### config.mk
export PLATFORM = sky130hd
export DESIGN_NAME = go_back_n_sender_window_top_flat
export DESIGN_NICKNAME = d
export VERILOG_FILES = /design/src/hdl/gbn_pkg.sv /design/src/hdl/gbn_req_if.sv /design/src/hdl/gbn_res_if.sv /design/src/hdl/gbn_cfg_if.sv /design/src/hdl/gbn_ctrl.sv /design/src/hdl/gbn_datapath.sv /design/src/hdl/go_back_n_sender_window_top.sv /design/src/flat_wrapper.sv
export SDC_FILE = /design/constraint.sdc
export NUM_CORES = 1
export LEC_CHECK = 0
export BUFFER_PORTS_ARGS = -buffer_cell sky130_fd_sc_hd__buf_2
export CORE_UTILIZATION = 60
export CTS_CLUSTER_SIZE = 14
export DETAILED_ROUTE_END_ITERATION = 7
export GPL_ROUTABILITY_DRIVEN = 0
export HOLD_SLACK_MARGIN = 0.15
export PLACE_DENSITY = 0.79
export SYNTH_ARGS = -nofsm -noshare
export SYNTH_HDL_FRONTEND = slang
export SYNTH_SLANG_ARGS = --single-unit
export TNS_END_PERCENT = 1
### constraint.sdc
create_clock -name clk -period 8.15 [get_ports clk]
set_input_delay 0.815 -clock clk [delete_from_list [all_inputs] [get_ports clk]]
set_output_delay 0.815 -clock clk [all_outputs]
set_load 0.005 [all_outputs]
### src/hdl/gbn_pkg.sv
`timescale 1ns / 1ps
`default_nettype none
// ----------------------------------------------------------------------------
// gbn_pkg
// Shared types and constants of the go-back-n sender window block.
// ----------------------------------------------------------------------------
package gbn_pkg;

    localparam int CNT_W        = 8;
    localparam int SEQ_W        = 7;
    localparam int REQ_W        = 2;
    localparam int KIND_W       = 2;
    localparam int CFG_W        = 5;
    localparam int RESULT_LIMIT = 16;
    localparam int RES_CNT_W    = $clog2(RESULT_LIMIT + 1);
    localparam int LIM_W        = CNT_W + 1;

    localparam logic [CFG_W-1:0] WINDOW_RESET = CFG_W'(4);

    typedef enum logic [REQ_W-1:0] {
        REQ_START   = 2'd0,
        REQ_ACK     = 2'd1,
        REQ_TIMEOUT = 2'd2
    } req_type_t;

    typedef enum logic [KIND_W-1:0] {
        KIND_NEW    = 2'd0,
        KIND_RESEND = 2'd1,
        KIND_DONE   = 2'd2
    } result_kind_t;

    typedef enum logic [2:0] {
        ST_IDLE,
        ST_EXEC,
        ST_SEND,
        ST_RESEND,
        ST_DONE
    } state_t;

    typedef struct packed {
        logic capture;
        logic load_msg;
        logic apply_ack;
        logic run_init;
        logic emit_new;
        logic emit_resend;
        logic emit_done;
    } cmd_t;

    typedef struct packed {
        logic [REQ_W-1:0] ev_type;
        logic             count_zero;
        logic             active;
        logic             ack_ok;
        logic             ack_final;
        logic             can_send;
        logic             send_last;
        logic             can_resend;
        logic             resend_last;
        logic             slot_free;
    } sts_t;

endpackage
`default_nettype wire

### src/hdl/gbn_req_if.sv
`timescale 1ns / 1ps
`default_nettype none
// ----------------------------------------------------------------------------
// gbn_req_if
// Event channel: one beat carries one sender event.
// ----------------------------------------------------------------------------
interface gbn_req_if;
    logic       valid;
    logic       ready;
    logic [1:0] req_type;
    logic [7:0] frame_total;
    logic [6:0] ack_seq;
    logic       is_ack;

    modport source (output valid, output req_type, output frame_total,
                    output ack_seq, output is_ack, input ready);
    modport sink   (input valid, input req_type, input frame_total,
                    input ack_seq, input is_ack, output ready);
endinterface
`default_nettype wire

### src/hdl/gbn_res_if.sv
`timescale 1ns / 1ps
`default_nettype none
// ----------------------------------------------------------------------------
// gbn_res_if
// Result channel: one beat carries one frame command or a completion.
// ----------------------------------------------------------------------------
interface gbn_res_if;
    logic       valid;
    logic       ready;
    logic [1:0] result_kind;
    logic [6:0] frame_seq;
    logic       last_of_run;

    modport source (output valid, output result_kind, output frame_seq,
                    output last_of_run, input ready);
    modport sink   (input valid, input result_kind, input frame_seq,
                    input last_of_run, output ready);
endinterface
`default_nettype wire

### src/hdl/gbn_cfg_if.sv
`timescale 1ns / 1ps
`default_nettype none
// ----------------------------------------------------------------------------
// gbn_cfg_if
// Configuration write channel for the window size register.
// ----------------------------------------------------------------------------
interface gbn_cfg_if;
    logic       valid;
    logic       ready;
    logic [4:0] win_size;

    modport source (output valid, output win_size, input ready);
    modport sink   (input valid, input win_size, output ready);
endinterface
`default_nettype wire

### src/hdl/gbn_ctrl.sv
`timescale 1ns / 1ps
`default_nettype none
// ----------------------------------------------------------------------------
// gbn_ctrl
// Controller: sequences event decode and the emission of result beats.
// ----------------------------------------------------------------------------
module gbn_ctrl
    import gbn_pkg::*;
(
    input  wire logic clk,
    input  wire logic rst_n,
    input  wire logic in_valid,
    output logic      in_ready,
    input  wire sts_t sts,
    output cmd_t      cmd
);

    state_t state_reg;
    state_t state_next;

    always_ff @(posedge clk or negedge rst_n)
    begin
        if (!rst_n)
        begin
            state_reg <= ST_IDLE;
        end
        else
        begin
            state_reg <= state_next;
        end
    end

    always_comb
    begin
        state_next = state_reg;
        unique case (state_reg)
            ST_IDLE:
            begin
                if (in_valid)
                begin
                    state_next = ST_EXEC;
                end
            end
            ST_EXEC:
            begin
                case (sts.ev_type)
                    REQ_START:
                    begin
                        state_next = sts.count_zero ? ST_DONE : ST_SEND;
                    end
                    REQ_ACK:
                    begin
                        if (!sts.ack_ok)
                        begin
                            state_next = ST_IDLE;
                        end
                        else
                        begin
                            state_next = sts.ack_final ? ST_DONE : ST_SEND;
                        end
                    end
                    REQ_TIMEOUT:
                    begin
                        state_next = sts.active ? ST_RESEND : ST_IDLE;
                    end
                    default:
                    begin
                        state_next = ST_IDLE;
                    end
                endcase
            end
            ST_SEND:
            begin
                if (!sts.can_send)
                begin
                    state_next = ST_IDLE;
                end
                else if (sts.slot_free && sts.send_last)
                begin
                    state_next = ST_IDLE;
                end
            end
            ST_RESEND:
            begin
                if (!sts.can_resend)
                begin
                    state_next = ST_IDLE;
                end
                else if (sts.slot_free && sts.resend_last)
                begin
                    state_next = ST_IDLE;
                end
            end
            ST_DONE:
            begin
                if (sts.slot_free)
                begin
                    state_next = ST_IDLE;
                end
            end
            default:
            begin
                state_next = ST_IDLE;
            end
        endcase
    end

    always_comb
    begin
        cmd      = '0;
        in_ready = 1'b0;
        unique case (state_reg)
            ST_IDLE:
            begin
                in_ready    = 1'b1;
                cmd.capture = in_valid;
            end
            ST_EXEC:
            begin
                cmd.run_init  = 1'b1;
                cmd.load_msg  = (sts.ev_type == REQ_START);
                cmd.apply_ack = (sts.ev_type == REQ_ACK) && sts.ack_ok;
            end
            ST_SEND:
            begin
                cmd.emit_new = sts.can_send && sts.slot_free;
            end
            ST_RESEND:
            begin
                cmd.emit_resend = sts.can_resend && sts.slot_free;
            end
            ST_DONE:
            begin
                cmd.emit_done = sts.slot_free;
            end
            default:
            begin
                cmd = '0;
            end
        endcase
    end

endmodule
`default_nettype wire

### src/hdl/gbn_datapath.sv
`timescale 1ns / 1ps
`default_nettype none
// ----------------------------------------------------------------------------
// gbn_datapath
// Window state, event capture, window size register and result register.
// ----------------------------------------------------------------------------
module gbn_datapath
    import gbn_pkg::*;
#(
    parameter int MAX_WINDOW      = 16,
    parameter int MAX_FRAME_COUNT = 128
)
(
    input  wire logic              clk,
    input  wire logic              rst_n,
    input  wire cmd_t              cmd,
    output sts_t                   sts,
    input  wire logic [REQ_W-1:0]  req_type,
    input  wire logic [CNT_W-1:0]  frame_total,
    input  wire logic [SEQ_W-1:0]  ack_seq,
    input  wire logic              is_ack,
    input  wire logic              cfg_write,
    input  wire logic [CFG_W-1:0]  cfg_window,
    output logic                   out_valid,
    input  wire logic              out_ready,
    output logic [KIND_W-1:0]      out_kind,
    output logic [SEQ_W-1:0]       out_seq,
    output logic                   out_last
);

    localparam int WIN_W = $clog2(MAX_WINDOW + 1);

    logic [CFG_W-1:0]     window_reg;
    logic [CFG_W-1:0]     window_next;
    logic [REQ_W-1:0]     ev_type_reg;
    logic [CNT_W-1:0]     ev_count_reg;
    logic [SEQ_W-1:0]     ev_ack_reg;
    logic                 ev_flag_reg;
    logic [CNT_W-1:0]     base_reg;
    logic [CNT_W-1:0]     base_next;
    logic [CNT_W-1:0]     send_reg;
    logic [CNT_W-1:0]     send_next;
    logic [CNT_W-1:0]     total_reg;
    logic [CNT_W-1:0]     total_next;
    logic                 active_reg;
    logic                 active_next;
    logic [CNT_W-1:0]     cursor_reg;
    logic [CNT_W-1:0]     cursor_next;
    logic [RES_CNT_W-1:0] count_reg;
    logic [RES_CNT_W-1:0] count_next;
    logic                 valid_reg;
    logic                 valid_next;
    logic [KIND_W-1:0]    kind_reg;
    logic [KIND_W-1:0]    kind_next;
    logic [SEQ_W-1:0]     seq_reg;
    logic [SEQ_W-1:0]     seq_next;
    logic                 last_reg;
    logic                 last_next;

    logic [WIN_W-1:0]     win_eff;
    logic [CNT_W-1:0]     count_sat;
    logic [LIM_W-1:0]     win_limit;
    logic [LIM_W-1:0]     send_inc;
    logic [LIM_W-1:0]     cursor_inc;
    logic [LIM_W-1:0]     ack_inc;
    logic [LIM_W-1:0]     total_ext;
    logic [LIM_W-1:0]     send_ext;
    logic [CNT_W-1:0]     ack_ext;
    logic                 below_limit;
    logic                 at_limit;

    // effective window, clamped to 1..MAX_WINDOW
    always_comb
    begin
        if (window_reg == '0)
        begin
            win_eff = WIN_W'(1);
        end
        else if (32'(window_reg) > MAX_WINDOW)
        begin
            win_eff = WIN_W'(MAX_WINDOW);
        end
        else
        begin
            win_eff = WIN_W'(window_reg);
        end
    end

    assign count_sat   = (32'(ev_count_reg) > MAX_FRAME_COUNT) ?
                         CNT_W'(MAX_FRAME_COUNT) : ev_count_reg;
    assign win_limit   = {1'b0, base_reg} + LIM_W'(win_eff);
    assign send_ext    = {1'b0, send_reg};
    assign total_ext   = {1'b0, total_reg};
    assign send_inc    = send_ext + LIM_W'(1);
    assign cursor_inc  = {1'b0, cursor_reg} + LIM_W'(1);
    assign ack_ext     = {1'b0, ev_ack_reg};
    assign ack_inc     = LIM_W'(ev_ack_reg) + LIM_W'(1);
    assign below_limit = (count_reg < RES_CNT_W'(RESULT_LIMIT));
    assign at_limit    = ((count_reg + RES_CNT_W'(1)) >= RES_CNT_W'(RESULT_LIMIT));

    always_comb
    begin
        sts.ev_type     = ev_type_reg;
        sts.count_zero  = (ev_count_reg == '0);
        sts.active      = active_reg;
        sts.ack_ok      = active_reg && ev_flag_reg &&
                          (ack_ext >= base_reg) && (ack_ext < send_reg);
        sts.ack_final   = (ack_inc >= total_ext);
        sts.can_send    = (send_reg < total_reg) && (send_ext < win_limit) && below_limit;
        sts.send_last   = (send_inc >= total_ext) || (send_inc >= win_limit) || at_limit;
        sts.can_resend  = (cursor_reg < send_reg) && below_limit;
        sts.resend_last = (cursor_inc >= send_ext) || at_limit;
        sts.slot_free   = !valid_reg || out_ready;
    end

    always_comb
    begin
        window_next = cfg_write ? cfg_window : window_reg;
        base_next   = base_reg;
        send_next   = send_reg;
        total_next  = total_reg;
        active_next = active_reg;
        cursor_next = cursor_reg;
        count_next  = count_reg;
        valid_next  = valid_reg && !out_ready;
        kind_next   = kind_reg;
        seq_next    = seq_reg;
        last_next   = last_reg;

        if (cmd.load_msg)
        begin
            total_next  = count_sat;
            base_next   = '0;
            send_next   = '0;
            active_next = (count_sat != '0);
        end
        if (cmd.apply_ack)
        begin
            base_next   = CNT_W'(ack_inc);
            active_next = !(ack_inc >= total_ext);
        end
        if (cmd.run_init)
        begin
            count_next  = '0;
            cursor_next = base_reg;
        end
        if (cmd.emit_new)
        begin
            valid_next = 1'b1;
            kind_next  = KIND_NEW;
            seq_next   = send_reg[SEQ_W-1:0];
            last_next  = sts.send_last;
            send_next  = CNT_W'(send_inc);
            count_next = count_reg + RES_CNT_W'(1);
        end
        if (cmd.emit_resend)
        begin
            valid_next  = 1'b1;
            kind_next   = KIND_RESEND;
            seq_next    = cursor_reg[SEQ_W-1:0];
            last_next   = sts.resend_last;
            cursor_next = CNT_W'(cursor_inc);
            count_next  = count_reg + RES_CNT_W'(1);
        end
        if (cmd.emit_done)
        begin
            valid_next = 1'b1;
            kind_next  = KIND_DONE;
            seq_next   = '0;
            last_next  = 1'b1;
        end
    end

    always_ff @(posedge clk or negedge rst_n)
    begin
        if (!rst_n)
        begin
            window_reg <= WINDOW_RESET;
            base_reg   <= '0;
            send_reg   <= '0;
            total_reg  <= '0;
            active_reg <= 1'b0;
            cursor_reg <= '0;
            count_reg  <= '0;
            valid_reg  <= 1'b0;
        end
        else
        begin
            window_reg <= window_next;
            base_reg   <= base_next;
            send_reg   <= send_next;
            total_reg  <= total_next;
            active_reg <= active_next;
            cursor_reg <= cursor_next;
            count_reg  <= count_next;
            valid_reg  <= valid_next;
        end
    end

    // payload, no reset
    always_ff @(posedge clk)
    begin
        if (cmd.capture)
        begin
            ev_type_reg  <= req_type;
            ev_count_reg <= frame_total;
            ev_ack_reg   <= ack_seq;
            ev_flag_reg  <= is_ack;
        end
        kind_reg <= kind_next;
        seq_reg  <= seq_next;
        last_reg <= last_next;
    end

    assign out_valid = valid_reg;
    assign out_kind  = kind_reg;
    assign out_seq   = seq_reg;
    assign out_last  = last_reg;

endmodule
`default_nettype wire

### src/hdl/go_back_n_sender_window_top.sv
`timescale 1ns / 1ps
`default_nettype none
// ----------------------------------------------------------------------------
// go_back_n_sender_window_top
// Window control of a go-back-n sender: turns start, ack and timeout events
// into frame send, frame resend and completion beats.
//
//   channel  dir  payload
//   req      in   req_type, frame_total, ack_seq, is_ack
//   res      out  result_kind, frame_seq, last_of_run
//   cfg      in   win_size
//
// an event is captured, then executed, then emits its result beats one after another
// while the result register is free; an accepted ack that frees no frame emits none
// the single result register paces emission
// the next event is taken once the last beat of a run is in the result register
// res stalls hold the result register and pause emission
// reset puts the window size to 4 and the sender idle; no clearing pass
// ----------------------------------------------------------------------------
module go_back_n_sender_window_top
    import gbn_pkg::*;
#(
    parameter int MAX_WINDOW      = 16,
    parameter int MAX_FRAME_COUNT = 128
)
(
    input  wire logic  clk,
    input  wire logic  rst_n,
    gbn_req_if.sink    req,
    gbn_res_if.source  res,
    gbn_cfg_if.sink    cfg
);

    cmd_t cmd;
    sts_t sts;
    logic in_ready;

    assign req.ready = in_ready;
    assign cfg.ready = 1'b1;

    gbn_ctrl u_ctrl (
        .clk      (clk),
        .rst_n    (rst_n),
        .in_valid (req.valid),
        .in_ready (in_ready),
        .sts      (sts),
        .cmd      (cmd)
    );

    gbn_datapath #(
        .MAX_WINDOW      (MAX_WINDOW),
        .MAX_FRAME_COUNT (MAX_FRAME_COUNT)
    ) u_datapath (
        .clk         (clk),
        .rst_n       (rst_n),
        .cmd         (cmd),
        .sts         (sts),
        .req_type    (req.req_type),
        .frame_total (req.frame_total),
        .ack_seq     (req.ack_seq),
        .is_ack      (req.is_ack),
        .cfg_write   (cfg.valid),
        .cfg_window  (cfg.win_size),
        .out_valid   (res.valid),
        .out_ready   (res.ready),
        .out_kind    (res.result_kind),
        .out_seq     (res.frame_seq),
        .out_last    (res.last_of_run)
    );

endmodule
`default_nettype wire

### src/flat_wrapper.sv
// flat-port wrapper written by rule: the top's interface ports become plain ports
module go_back_n_sender_window_top_flat import gbn_pkg::*;
#(
    parameter int MAX_WINDOW      = 16,
    parameter int MAX_FRAME_COUNT = 128
)
  (clk, rst_n, req_valid, req_req_type, req_frame_total, req_ack_seq, req_is_ack, req_ready, res_valid, res_result_kind, res_frame_seq, res_last_of_run, res_ready, cfg_valid, cfg_win_size, cfg_ready);
  gbn_req_if req_i ();
  gbn_res_if res_i ();
  gbn_cfg_if cfg_i ();
  input  wire logic clk;
  input  wire logic rst_n;
  input wire logic [$bits(req_i.valid)-1:0] req_valid;
  input wire logic [$bits(req_i.req_type)-1:0] req_req_type;
  input wire logic [$bits(req_i.frame_total)-1:0] req_frame_total;
  input wire logic [$bits(req_i.ack_seq)-1:0] req_ack_seq;
  input wire logic [$bits(req_i.is_ack)-1:0] req_is_ack;
  output wire logic [$bits(req_i.ready)-1:0] req_ready;
  output wire logic [$bits(res_i.valid)-1:0] res_valid;
  output wire logic [$bits(res_i.result_kind)-1:0] res_result_kind;
  output wire logic [$bits(res_i.frame_seq)-1:0] res_frame_seq;
  output wire logic [$bits(res_i.last_of_run)-1:0] res_last_of_run;
  input wire logic [$bits(res_i.ready)-1:0] res_ready;
  input wire logic [$bits(cfg_i.valid)-1:0] cfg_valid;
  input wire logic [$bits(cfg_i.win_size)-1:0] cfg_win_size;
  output wire logic [$bits(cfg_i.ready)-1:0] cfg_ready;
  assign req_i.valid = req_valid;
  assign req_i.req_type = req_req_type;
  assign req_i.frame_total = req_frame_total;
  assign req_i.ack_seq = req_ack_seq;
  assign req_i.is_ack = req_is_ack;
  assign req_ready = req_i.ready;
  assign res_valid = res_i.valid;
  assign res_result_kind = res_i.result_kind;
  assign res_frame_seq = res_i.frame_seq;
  assign res_last_of_run = res_i.last_of_run;
  assign res_i.ready = res_ready;
  assign cfg_i.valid = cfg_valid;
  assign cfg_i.win_size = cfg_win_size;
  assign cfg_ready = cfg_i.ready;
  go_back_n_sender_window_top #(.MAX_WINDOW(MAX_WINDOW), .MAX_FRAME_COUNT(MAX_FRAME_COUNT)) u_core (.clk(clk), .rst_n(rst_n), .req(req_i), .res(res_i), .cfg(cfg_i));
endmodule
* Word level (Yosys, flattened, before mapping)
Cells that the tools add are included.
Word-level totals: bits in registers 75, input bits 28, output and inout port bits 13
Operators by class: $add $sub $neg 5, magnitude comparators 13, eq/ne operators 10, mux-type cells 40, reductions and logical operators 30
Operator list (count):
- 8-bit 2-to-1 mux | 6
- 3-bit 2-to-1 mux | 10
- 5-bit 2-to-1 mux | 5
- 8-bit by 1-bit adder with 9-bit output (second input constant) | 2
- 9-bit by 8-bit >= comparator with 1-bit output | 2
- 8-bit less-than comparator | 2
- 3-bit one-hot mux with 5 select lines | 1
- 7-bit 2-to-1 mux | 2
- 1-bit logical AND | 12
- 1-bit 2-to-1 mux | 12
- 8-bit by 5-bit adder with 9-bit output | 1
- 9-bit >= comparator | 1
- 8-bit by 9-bit less-than comparator with 1-bit output | 1
- 3-bit one-hot mux with 3 select lines | 1
- 7-bit by 1-bit adder with 8-bit output (second input constant) | 1
- 7-bit by 8-bit >= comparator with 1-bit output | 1
- 8-bit >= comparator | 1
- 8-bit > comparator (second input constant) | 1
- 8-bit logical NOT | 1
- 7-bit by 8-bit less-than comparator with 1-bit output | 1
- 2-bit nonzero test | 4
- 8-bit nonzero test | 1
- 3-bit by 2-bit equality test with 1-bit output (second input constant) | 2
- 2-bit 2-to-1 mux | 3
- other kinds (17) | 24

* Depth between registers and ports, before layout
Gate-level depths: netlist of the first run.
depth in word-level cells 12, mapped depth 21, depth with buffers taken out 19

* Hierarchy
Synthesis of the first run repeated with hierarchy kept, for this count alone.
Unflattened totals: cells, all modules 538, area total of the unflattened synthesis 5175.0 µm²
By module, submodules not included:
- gbn_datapath | times used 1, cells each 503, area an instance 4892.2 µm²
- gbn_ctrl | times used 1, cells each 33, area an instance 271.5 µm²
- go_back_n_sender_window_top | times used 1, cells each 2, area an instance 11.3 µm²

* Worst setup path after synthesis of the first run
Ideal clock, no wire load.
kind reg-to-reg, start point reg u_core.u_datapath.window_reg[2], end point reg u_core.u_datapath.send_reg[6], data arrival time 3944 ps, data required time 8067 ps, setup slack 4123 ps, stages on the path, launching flop included 22, buffers on the path 2, cell sequence dfstp_2 nor3_1 nor2_1 nor2_1 ha_1 inv_1 fa_1 and2b_1 o21a_1 or3_1 nand2_1 ha_1 or3_1 o21ai_0 a21oi_1 o211ai_2 a311oi_2 a2111oi_4 buf_6 buf_2 o21ai_0 o21ai_0
On the way: longest elaborated chain between the ends 10, elaborated cells between the ends (all ways) 12, classes of those cells add/sub (1); order compare (2); mux (4); reduce/logical (5)
Ends and longest elaborated chain:
- from (decl) | line gbn_datapath.sv:33 | logic [CFG_W-1:0] window_reg;
- from (signal assigned) | line gbn_datapath.sv:189 | window_reg <= window_next;
- 5-bit > comparator | line gbn_datapath.sv:79 | else if (32'(window_reg) > MAX_WINDOW)
- 5-bit 2-to-1 mux | line gbn_datapath.sv:79
- 5-bit 2-to-1 mux * | line gbn_datapath.sv:75 | if (window_reg == '0)
- 8-bit by 5-bit adder with 9-bit output * | line gbn_datapath.sv:91 | assign win_limit = {1'b0, base_reg} + LIM_W'(win_eff);
- 8-bit by 9-bit less-than comparator with 1-bit output * | line gbn_datapath.sv:109 | sts.can_send = (send_reg < total_reg) && (send_ext < win_limit) && below_limit;
- 1-bit logical AND * (2 in a row) | line gbn_datapath.sv:109
- 1-bit logical AND * | line gbn_ctrl.sv:126 | cmd.emit_new = sts.can_send && sts.slot_free;
- 1-bit 2-to-1 mux * | line gbn_ctrl.sv:112 | unique case (state_reg)
- 8-bit 2-to-1 mux / 2-bit nonzero test (equally long branches)
- to (signal assigned) | line gbn_datapath.sv:191 | send_reg <= send_next;
- to (decl) | line gbn_datapath.sv:41 | logic [CNT_W-1:0] send_reg;
Mark *: on every way between the ends. The rest lies on a longest branch, timed or not. A chain may end at the register's enable or synchronous reset.

* Worst setup path after layout of the first run
start point reg u_core.u_datapath.window_reg[2], end point reg u_core.u_datapath.count_reg[3]
On the way: longest elaborated chain between the ends 11, elaborated cells between the ends (all ways) 13, classes of those cells add/sub (1); order compare (2); mux (5); reduce/logical (5)
Ends and longest elaborated chain:
- 5-bit > comparator | line gbn_datapath.sv:79
- 5-bit 2-to-1 mux | line gbn_datapath.sv:79
- 5-bit 2-to-1 mux * | line gbn_datapath.sv:75
- 8-bit by 5-bit adder with 9-bit output * | line gbn_datapath.sv:91
- 8-bit by 9-bit less-than comparator with 1-bit output * | line gbn_datapath.sv:109
- 1-bit logical AND * (2 in a row) | line gbn_datapath.sv:109
- 1-bit logical AND * | line gbn_ctrl.sv:126
- 1-bit 2-to-1 mux * | line gbn_ctrl.sv:112
- 5-bit 2-to-1 mux | line gbn_datapath.sv:147 | if (cmd.emit_new)
- 5-bit 2-to-1 mux | line gbn_datapath.sv:156 | if (cmd.emit_resend)
- to (signal assigned) | line gbn_datapath.sv:195 | count_reg <= count_next;
- to (decl) | line gbn_datapath.sv:49 | logic [RES_CNT_W-1:0] count_reg;
Marks and branches as above.

==> results of run 1 <==
[critical path, cell delays in order, from the launching register on]
cell       delay (ns)
dfstp_2          0.55
nor3_1           0.04
nor2_1           0.08
nor2_1           0.05
ha_1             0.21
inv_1            0.07
fa_1             0.20
and2b_1          0.20
o21a_1           0.18
o21ai_0          0.26
nand2_1          0.13
ha_1             0.30
or3_1            0.30
o21ai_0          0.08
a21oi_1          0.08
o211ai_2         0.19
a311oi_2         0.16
a2111oi_4        0.34
buf_4            0.35
nor2_1           0.17
a31o_2           0.27
[metal layers]
metal	share of wire [%]	vias up	routed length, um
li1	-	2081	-
met1	45	2098	5620
met2	45	181	5670
met3	6.1	36	766
met4	3.5	0	432
met5	0	-	0
[cell type report]
| type | count | share of cell area, % |
|---|---|---|
| Multi-Input combinational cell | 428 | 54.4 |
| Sequential cell | 75 | 33.8 |
| Timing Repair Buffer | 40 | 3.57 |
| Inverter | 38 | 2.51 |
| Tap cell | 105 | 2.32 |
| Clock buffer | 10 | 2.25 |
| Clock inverter | 6 | 1.17 |
[worst max path at each step]
stage                                                from                        endpoint
after floorplan           u_core.u_datapath.window_reg[2]   u_core.u_datapath.send_reg[6]
after global routing      u_core.u_datapath.window_reg[1]    u_core.u_datapath.out_seq[0]
after detailed placement  u_core.u_datapath.window_reg[2]  u_core.u_datapath.count_reg[3]
after CTS                 u_core.u_datapath.window_reg[2]  u_core.u_datapath.count_reg[3]
after global placement    u_core.u_datapath.window_reg[2]  u_core.u_datapath.count_reg[3]
final                     u_core.u_datapath.window_reg[2]  u_core.u_datapath.count_reg[3]
[kinds of logic after synthesis]
group | Yosys count
AOI/OAI and AO/OA | 131
xor gates and xnor gates | 20
adders and majority gates | 77
buffers and inverters | 54
DFF | 75
muxes | 15
other | 1
and+or+nand+nor | 184
[metrics by stage]
step | power, mW | util, % | hold WS [ns]
finish | 1.66 | 68.4 | 0.457
detailed placement | 1.35 | 66.0 | 0.443
global route | 1.79 | 68.4 | 0.478
global placement | 1.31 | 66.0 | 0.441
floorplan | 1.12 | - | 0.450
CTS | 1.65 | 68.4 | 0.463
[power by group]
group	switching, mW	internal [mW]	total (mW)
sequential	0.117	0.493	0.610
combinational	0.431	0.321	0.752
clock	0.153	0.141	0.295
total	0.701	0.955	1.66
[cell usage in the layout (no fill, tap or decap), types with 6 or more instances in the layout]
cell type / netlist / layout
a21o_1: 9 / 9
a21oi_1: 22 / 22
dfrtp_1: 46 / 46
nand2b_1: 16 / 16
nor2_1: 35 / 35
a211oi_1: 11 / 11
buf_2: 2 / 39
mux2_2: 6 / 6
nor3_1: 6 / 6
clkbuf_8: 0 / 9
inv_1: 37 / 37
xnor2_1: 11 / 11
nor2b_1: 7 / 7
and2_1: 6 / 6
nand3_1: 34 / 34
ha_1: 75 / 75
nand2_1: 54 / 54
o21ai_0: 43 / 43
mux2i_1: 9 / 9
edfxtp_1: 18 / 18
and3_1: 6 / 6
xor2_1: 8 / 8
dfxtp_1: 10 / 10
==> results.json, run 1 <==
{
  "multi_input_area_sq_um": 3080,
  "grt_max_degree": 48,
  "core_sq_um": 8300,
  "design_area_sq_um": 5670,
  "grt_pass1_vias": 4293,
  "place_ws_ns": 3.90,
  "status": "complete, no violations",
  "reg2reg_depth": 20,
  "synth-xor-area-share_pct": 3.50,
  "nFillCells": 667,
  "period_share_pct": 53.2,
  "slew_headroom_pct": 27.0,
  "grt_use_met1_pct": 40.7,
  "drive_above_1_share_pct": 12.6,
  "hp-class": "register to register",
  "netlist_top_cells_area": "dfrtp_1 (22%), ha_1 (18%), edfxtp_1 (10%)",
  "yosysWarningCount": 0,
  "synthAdderAreaFrac_pct": 18.5,
  "async_flop_share_pct": 62.7,
  "syn_area_per_cell_sq_um": 9.38,
  "leakagePower_nw": 2.62,
  "period_minus_slack_ns": 4.34,
  "critPathArrivalTime_ns": 4.60,
  "tritoncts": "yes",
  "hold_buffers": 0,
  "power_density_nw_per_um2": 292,
  "startpoint_type": "register",
  "synth_common_cells": "ha_1 (75), nand2_1 (54), dfrtp_1 (46)",
  "synth_top_area_share_pct": 22.0,
  "synth_top_family_by_area": "adder cells",
  "clock-root-buffer": "clkbuf_8",
  "synthesis.instances": 557,
  "cts_setup_buffers": 0,
  "syn-num-nets": 661,
  "hold_viol": 0,
  "worst_clock_skew_ns": 0.0148,
  "fp.dieH_um": 95.3,
  "min_delay_worst_endpoint": "u_core.u_datapath.out_kind[1]",
  "clkLatencyLatePin_ns": 0.37,
  "path_class": "register to register",
  "dp_cells": 686,
  "dpl-instance-area_sq_um": 5480,
  "synth-simple-area-share_pct": 17.1,
  "synth_top_area_cell": "dfrtp_1",
  "fmax_ghz": 0.231,
  "gr-max-usage-layer": "met2",
  "grt_pass1_wl_um": 21000,
  "finalSetupViolations": 0,
  "synth-edff-count": 18,
  "cts.path.max_buffers": 2,
  "dieArea_sq_um": 9080,
  "routed_wl_um": 12500,
  "antenna_found_initial": 0,
  "clock-sinks": 75,
  "post-synth-top-count-cell": "ha_1",
  "h-tree-depth": 3,
  "dp.final_hpwl_um": 9390,
  "area.sequential_sq_um": 1920,
  "hold_depth": 1,
  "via_count": 4396,
  "synth_cell_types": 64,
  "slew_violations": 0,
  "synth-main-ff-cell": "dfrtp_1",
  "routed_via_density": 6.26,
  "first_pass_iters": 7,
  "port_buffers": 39,
  "cts_buffers": 9,
  "synth.yosys.seq_area_share_pct": 36.7,
  "r2r_setup_slack_ns": 3.81,
  "rr_endpoint": "u_core.u_datapath.count_reg[3]",
  "postCtsResizedCells": 0,
  "crit_required_ns": 8.41,
  "synth_compound_area_share_pct": 16.8,
  "synth.mux.area_fraction_pct": 3.02,
  "drv_cap": 0,
  "use_met2_pct": 47.4,
  "grt.total_usage_pct": 30.5,
  "fin_ws_ns": 3.81,
  "fin_cells": 702,
  "syn_to_final_growth_pct": 8.62,
  "gr-total-overflow": 0,
  "start_util_pct": 62.9,
  "grt_use_met3_pct": 5.66,
  "clkTransAtPathRegs_ns": 0.08,
  "io-pin-count": 41,
  "ir_drop_mv": 0.156,
  "wire_per_inst_um": 17.8,
  "drtIter0Drc": 259,
  "ant_nets": 0,
  "die_w_um": 95.3,
  "antenna_cells": 0,
  "drc": 0,
  "cp_max_fo": 27,
  "worstMarginPinSlew_ns": 1.09,
  "setup_tns_ns": 0,
  "worst_setup_path_end_kind": "register",
  "final_nets": 696,
  "ys_seq_elements": 75,
  "syn-cell-area_sq_um": 5220,
  "rsz0062_at_grt": "no",
  "hp-start": "u_core.u_datapath.out_kind[1]",
  "r2r-start": "u_core.u_datapath.window_reg[2]",
  "rows": 33
}
Power figures use the tool's default switching activity.
==> run 2: changes to the inputs <==
Settings changed: CORE_UTILIZATION 60 to 55, PLACE_DENSITY 0.79 to 0.76.
Clock period 8.15 ns to 3.7 ns, I/O delays scaled along.
==> results.json, run 2 (same netlist as run 1, synthesis figures left out) <==
{
  "status": "complete, but fails checks",
  "failed_checks": "setup timing",
  "grt_pass1_wl_um": 21300,
  "fp.dieH_um": 99.4,
  "first_pass_iters": 5,
  "place_ws_ns": -0.347,
  "rsz0062_at_grt": "yes",
  "io-pin-count": 41,
  "fmax_ghz": 0.243,
  "die_w_um": 99.4,
  "total_power_mw": 3.84,
  "startpoint_type": "register",
  "final_nets": 730,
  "via_count": 4491,
  "cp_max_fo": 5,
  "leakagePower_nw": 2.81,
  "h-tree-depth": 3,
  "start_util_pct": 56.5,
  "drtIter0Drc": 276,
  "grt.total_usage_pct": 28.2,
  "worstMarginPinSlew_ns": 1.12,
  "r2r_setup_slack_ns": -0.41,
  "rows": 35,
  "slew_violations": 0,
  "antenna_found_initial": 0,
  "power_density_nw_per_um2": 634,
  "gr-total-overflow": 0,
  "port_buffers": 39,
  "fin_ws_ns": -0.408,
  "layout_commonest_cell": "ha_1",
  "finalSetupViolations": 24,
  "period_share_pct": 111,
  "wire_per_inst_um": 17.5,
  "hp-class": "input pin to register",
  "layout_common_cells": "ha_1 (74), nand2_1 (51), dfrtp_1 (46)",
  "drive_above_1_share_pct": 19.3,
  "critPathArrivalTime_ns": 4.38,
  "cts.path.max_buffers": 2,
  "worst_setup_path_end_kind": "register",
  "drc": 0,
  "core_sq_um": 9240,
  "grt_pass1_vias": 4528,
  "setup_tns_ns": -7.21,
  "grt_max_degree": 48,
  "clkLatencyLatePin_ns": 0.37,
  "clkTransAtPathRegs_ns": 0.09,
  "ir_drop_mv": 0.289,
  "hold_viol": 0,
  "worst_clock_skew_ns": 0.0131,
  "antenna_cells": 0,
  "routed_via_density": 5.91,
  "dieArea_sq_um": 9890,
  "path_class": "register to register",
  "drv_cap": 0,
  "hold_buffers": 0,
  "crit_required_ns": 3.97,
  "design_area_sq_um": 6060,
  "cp_slowest_stage_delay_ns": 0.55,
  "crit_chain": "nor3_2, nor2_1, nor2_1, ha_2, inv_2, fa_2, and2b_1, o21a_1, or3_1, nand2_2, ha_1, or3_1, o21ai_2, a21oi_2, o211ai_2, nand2_2, a2111oi_4, buf_6, buf_12, mux2i_1, a211o_1",
  "ant_nets": 0,
  "clock-sinks": 75,
  "clock-root-buffer": "clkbuf_8",
  "routed_wl_um": 13300,
  "dpl-instance-area_sq_um": 5750,
  "cts_buffers": 9,
  "period_minus_slack_ns": 4.11,
  "dp.final_hpwl_um": 10100,
  "slew_headroom_pct": 25.3,
  "tritoncts": "yes",
  "cp_slowest_cell": "dfstp_2",
  "syn_to_final_growth_pct": 16.1
}
==> run 2: cell types whose count changed in the layout (fill, tap and decap cells not counted), moves of 3 or more <==
cell and change:
nand2_1 -3, nand2_2 +3, o21ai_1 +6, o21ai_2 +4
buf_4 +29, o21ai_0 -10
==> run 2: final cells by class <==
cell class              instances  area, sq um
inverters                      38          143
repair buffers                 74          517
multi-input cells             428         3130
clock inverters                 7         68.8
well taps                     129          161
clock buffers                   9          124
flip-flops and latches         75         1920
fillers                       759         3180
==> run 2: worst max-delay path: cells and delay by family (launching register included) <==
| kind | cells | cell delay (ns) |
|---|---|---|
| AOI/OAI and AO/OA | 6 | 1.22 |
| adders and majority gates | 3 | 0.60 |
| buffers and inverters | 3 | 0.37 |
| DFF | 1 | 0.55 |
| muxes | 1 | 0.08 |
| and+or+nand+nor | 8 | 1.22 |
==> run 2: power breakdown <==
part	switching, mW	internal [mW]	total (mW)	leakage [nW]
Sequential	0.219	1.09	1.31	0.872
Clock	0.338	0.308	0.645	0.0849
Combinational	1.04	0.857	1.89	1.85
Total	1.59	2.25	3.84	2.81
==> run 2: per-layer routing <==
layer | track usage [%] | vias to the layer above | wire, um
met4 | 12.2 | 0 | 441
met1 | 33.0 | 2149 | 5580
li1 | - | 2153 | -
met5 | 0 | - | 0
met2 | 49.9 | 151 | 6560
met3 | 5.97 | 38 | 721
==> run 2: stage by stage <==
stage	utilization (%)	instances	hold slack [ns]
2_1_floorplan	-	557	0.0744
3_3_place_gp	62.2	740	0.439
3_5_place_dp	62.2	740	0.448
4_1_cts	64.3	756	0.172
5_1_grt	65.6	760	0.163
6_report	65.6	760	0.177
==> run 2: worst paths after layout <==
check	startpoint	end	cells after the start
max in group asynchronous	rst_n	u_core.u_datapath.base_reg[7]	1
max	u_core.u_datapath.window_reg[2]	u_core.u_datapath.out_last	21
min reg2reg	u_core.u_datapath.out_kind[1]	u_core.u_datapath.out_kind[1]	1
min in group asynchronous	rst_n	u_core.u_datapath.cursor_reg[2]	1
min	req_is_ack	u_core.u_datapath.ev_flag_reg	1
max reg2reg	u_core.u_datapath.window_reg[2]	u_core.u_datapath.out_last	21
==> run 2: what timing repair did <==
item / in CTS / in global routing
cloned: 0 / 2
setup endpoints to repair: 24 / 25
pin swaps: 3 / 11
resized for setup: 2 / 25
setup buffers: 0 / 2
endpoints found under the hold margin: 0 / 0
==> run 3: changes to the inputs <==
Settings changed: CTS_CLUSTER_SIZE 14 to 24, SYNTH_HIERARCHICAL set to 1, TNS_END_PERCENT 1 to unset.
==> results.json, run 3 <==
{
  "routed_wl_um": 12900,
  "synth_top_area_share_pct": 22.2,
  "drive_above_1_share_pct": 22.6,
  "final_nets": 718,
  "netlist_top_cells_area": "dfrtp_1 (22%), ha_1 (18%), edfxtp_1 (10%)",
  "hold_depth": 1,
  "grt_max_degree": 48,
  "post-synth-top-count-cell": "ha_1",
  "ir_drop_mv": 0.310,
  "failed_checks": "setup timing",
  "grt.total_usage_pct": 27.7,
  "fp.dieH_um": 99,
  "reg2reg_depth": 21,
  "startpoint_type": "register",
  "setup_tns_ns": -8.73,
  "die_w_um": 99,
  "clock-root-buffer": "clkbuf_8",
  "layout_commonest_cell": "ha_1",
  "clkLatencyLatePin_ns": 0.36,
  "worstMarginPinSlew_ns": 0.830,
  "hp-class": "input pin to register",
  "core_sq_um": 9200,
  "first_pass_iters": 5,
  "drc": 0,
  "cts_buffers": 9,
  "clock-sinks": 75,
  "start_util_pct": 56.3,
  "slew_violations": 0,
  "dieArea_sq_um": 9800,
  "design_area_sq_um": 6120,
  "rows": 35,
  "routed_via_density": 6.05,
  "port_buffers": 39,
  "synthesis.instances": 538,
  "finalSetupViolations": 25,
  "dp.final_hpwl_um": 9550,
  "syn-num-nets": 642,
  "cp_slowest_stage_delay_ns": 0.54,
  "h-tree-depth": 3,
  "via_count": 4420,
  "rsz0062_at_grt": "yes",
  "grt_pass1_vias": 4456,
  "place_ws_ns": -0.363,
  "period_share_pct": 111,
  "slew_headroom_pct": 44.5,
  "cts.path.max_buffers": 2,
  "syn_to_final_growth_pct": 18.3,
  "io-pin-count": 41,
  "leakagePower_nw": 2.84,
  "cp_max_fo": 6,
  "synth_top_area_cell": "dfrtp_1",
  "crit_required_ns": 3.91,
  "syn_area_per_cell_sq_um": 9.62,
  "worst_path_most_repeated_cell": "nor2_1",
  "power_density_nw_per_um2": 678,
  "dp_cells": 697,
  "antenna_found_initial": 0,
  "synth_cell_types": 64,
  "synth.yosys.seq_area_share_pct": 37.1,
  "critPathArrivalTime_ns": 4.32,
  "antenna_cells": 0,
  "period_minus_slack_ns": 4.12,
  "worst_setup_path_end_kind": "register",
  "dpl-instance-area_sq_um": 5670,
  "fmax_ghz": 0.243,
  "fin_ws_ns": -0.418,
  "drv_cap": 0,
  "status": "complete, but fails checks",
  "hold_viol": 0,
  "total_power_mw": 4.15,
  "ant_nets": 0,
  "grt_pass1_wl_um": 21000,
  "wire_per_inst_um": 17.7,
  "synth_common_cells": "ha_1 (75), dfrtp_1 (46), o21ai_0 (45)",
  "layout_common_cells": "ha_1 (73), dfrtp_1 (46), buf_2 (39), buf_4 (39), nor2_1 (37)",
  "ys_seq_elements": 75,
  "crit_chain": "nor3_1, nor2_1, nor2_1, ha_2, fa_2, a21o_1, a21oi_2, xor2_1, ha_1, nor4_2, nor3_1, maj3_2, maj3_2, a21oi_2, nand2_2, nor2_4, buf_12, mux2i_1, nor2_1, a21oi_1, nor2_1",
  "syn-cell-area_sq_um": 5170,
  "tritoncts": "yes",
  "synth-main-ff-cell": "dfrtp_1",
  "drtIter0Drc": 258,
  "fin_cells": 730,
  "yosysWarningCount": 6,
  "cp_slowest_cell": "dfstp_2",
  "synth-edff-count": 18,
  "clkTransAtPathRegs_ns": 0.08,
  "worst_clock_skew_ns": 0.0144,
  "path_class": "register to register",
  "async_flop_share_pct": 62.7,
  "gr-total-overflow": 0
}
run 3: through the flow:
stage,utilization [%],hold slack [ns]
floorplan,-,0.0744
global placement,61.6,0.439
detailed placement,61.6,0.447
CTS,65.4,0.183
global route,66.6,0.181
finish,66.6,0.192
run 3: final timing paths:
| check | from | end | slack [ns] |
|---|---|---|---|
| min reg2reg | u_core/u_datapath/out_kind[1] | u_core/u_datapath/out_kind[1] | 0.46 |
| min | req_req_type[1] | u_core/u_datapath/ev_type_reg[1] | 0.19 |
| max | u_core/u_datapath/window_reg[2] | u_core/u_datapath/out_seq[3] | -0.42 |
| min in group asynchronous | rst_n | u_core/u_datapath/count_reg[3] | 0.64 |
| max in group asynchronous | rst_n | u_core/u_datapath/cursor_reg[7] | 2.61 |
| max reg2reg | u_core/u_datapath/window_reg[2] | u_core/u_datapath/out_seq[3] | -0.42 |
run 3: repair_timing:
action	CTS	global route
pin swaps	12	10
hold buffers	1	0
endpoints found under the setup margin	25	25
setup buffers	9	7
gates resized for setup	13	11
hold endpoints to repair	32	0
gates cloned	0	1
run 3: cell type report:
type	count	area, sq um
inverter	31	119
clock inverter	5	82.6
multi-input combinational	412	3120
tap	111	139
timing repair buffer	85	588
clock buffer	11	153
sequential	75	1920
fill	714	3070
run 3: kinds of logic (layout without fill, tap and decap cells):
| group | after synthesis | in the layout | synth area share (%) |
|---|---|---|---|
| buf+inv | 51 | 132 | 4.01 |
| flops | 75 | 75 | 37.1 |
| other cells | 1 | 1 | 0.0725 |
| mux | 18 | 18 | 3.60 |
| xor+xnor | 24 | 24 | 4.06 |
| compound gates | 125 | 125 | 15.3 |
| simple gates | 164 | 164 | 16.5 |
| fa+ha+maj | 80 | 80 | 19.4 |
run 3: worst max-delay path: cells and delay by family, from the launching register on:
family | cells | cell delay [ns]
multiplexers | 1 | 0.19
buffers and inverters | 1 | 0.15
XOR/XNOR | 1 | 0.12
AND/OR/NAND/NOR | 9 | 0.90
adder cells (fa/ha/maj) | 5 | 1.38
flip-flops | 1 | 0.54
AO/OA/AOI/OAI | 4 | 0.69
run 3: metal layers:
layer	part of all wire, %	up-vias	GRT usage (%)
met4	3.6	0	14.2
li1	-	2094	-
met2	49	130	48.1
met1	43	2160	33.7
met3	4.3	36	3.62
met5	0	-	0
run 3: power breakdown:
part	leakage [nW]	internal, mW	switching (mW)
Combinational	1.84	0.977	1.11
Clock	0.119	0.424	0.317
Sequential	0.876	1.07	0.248
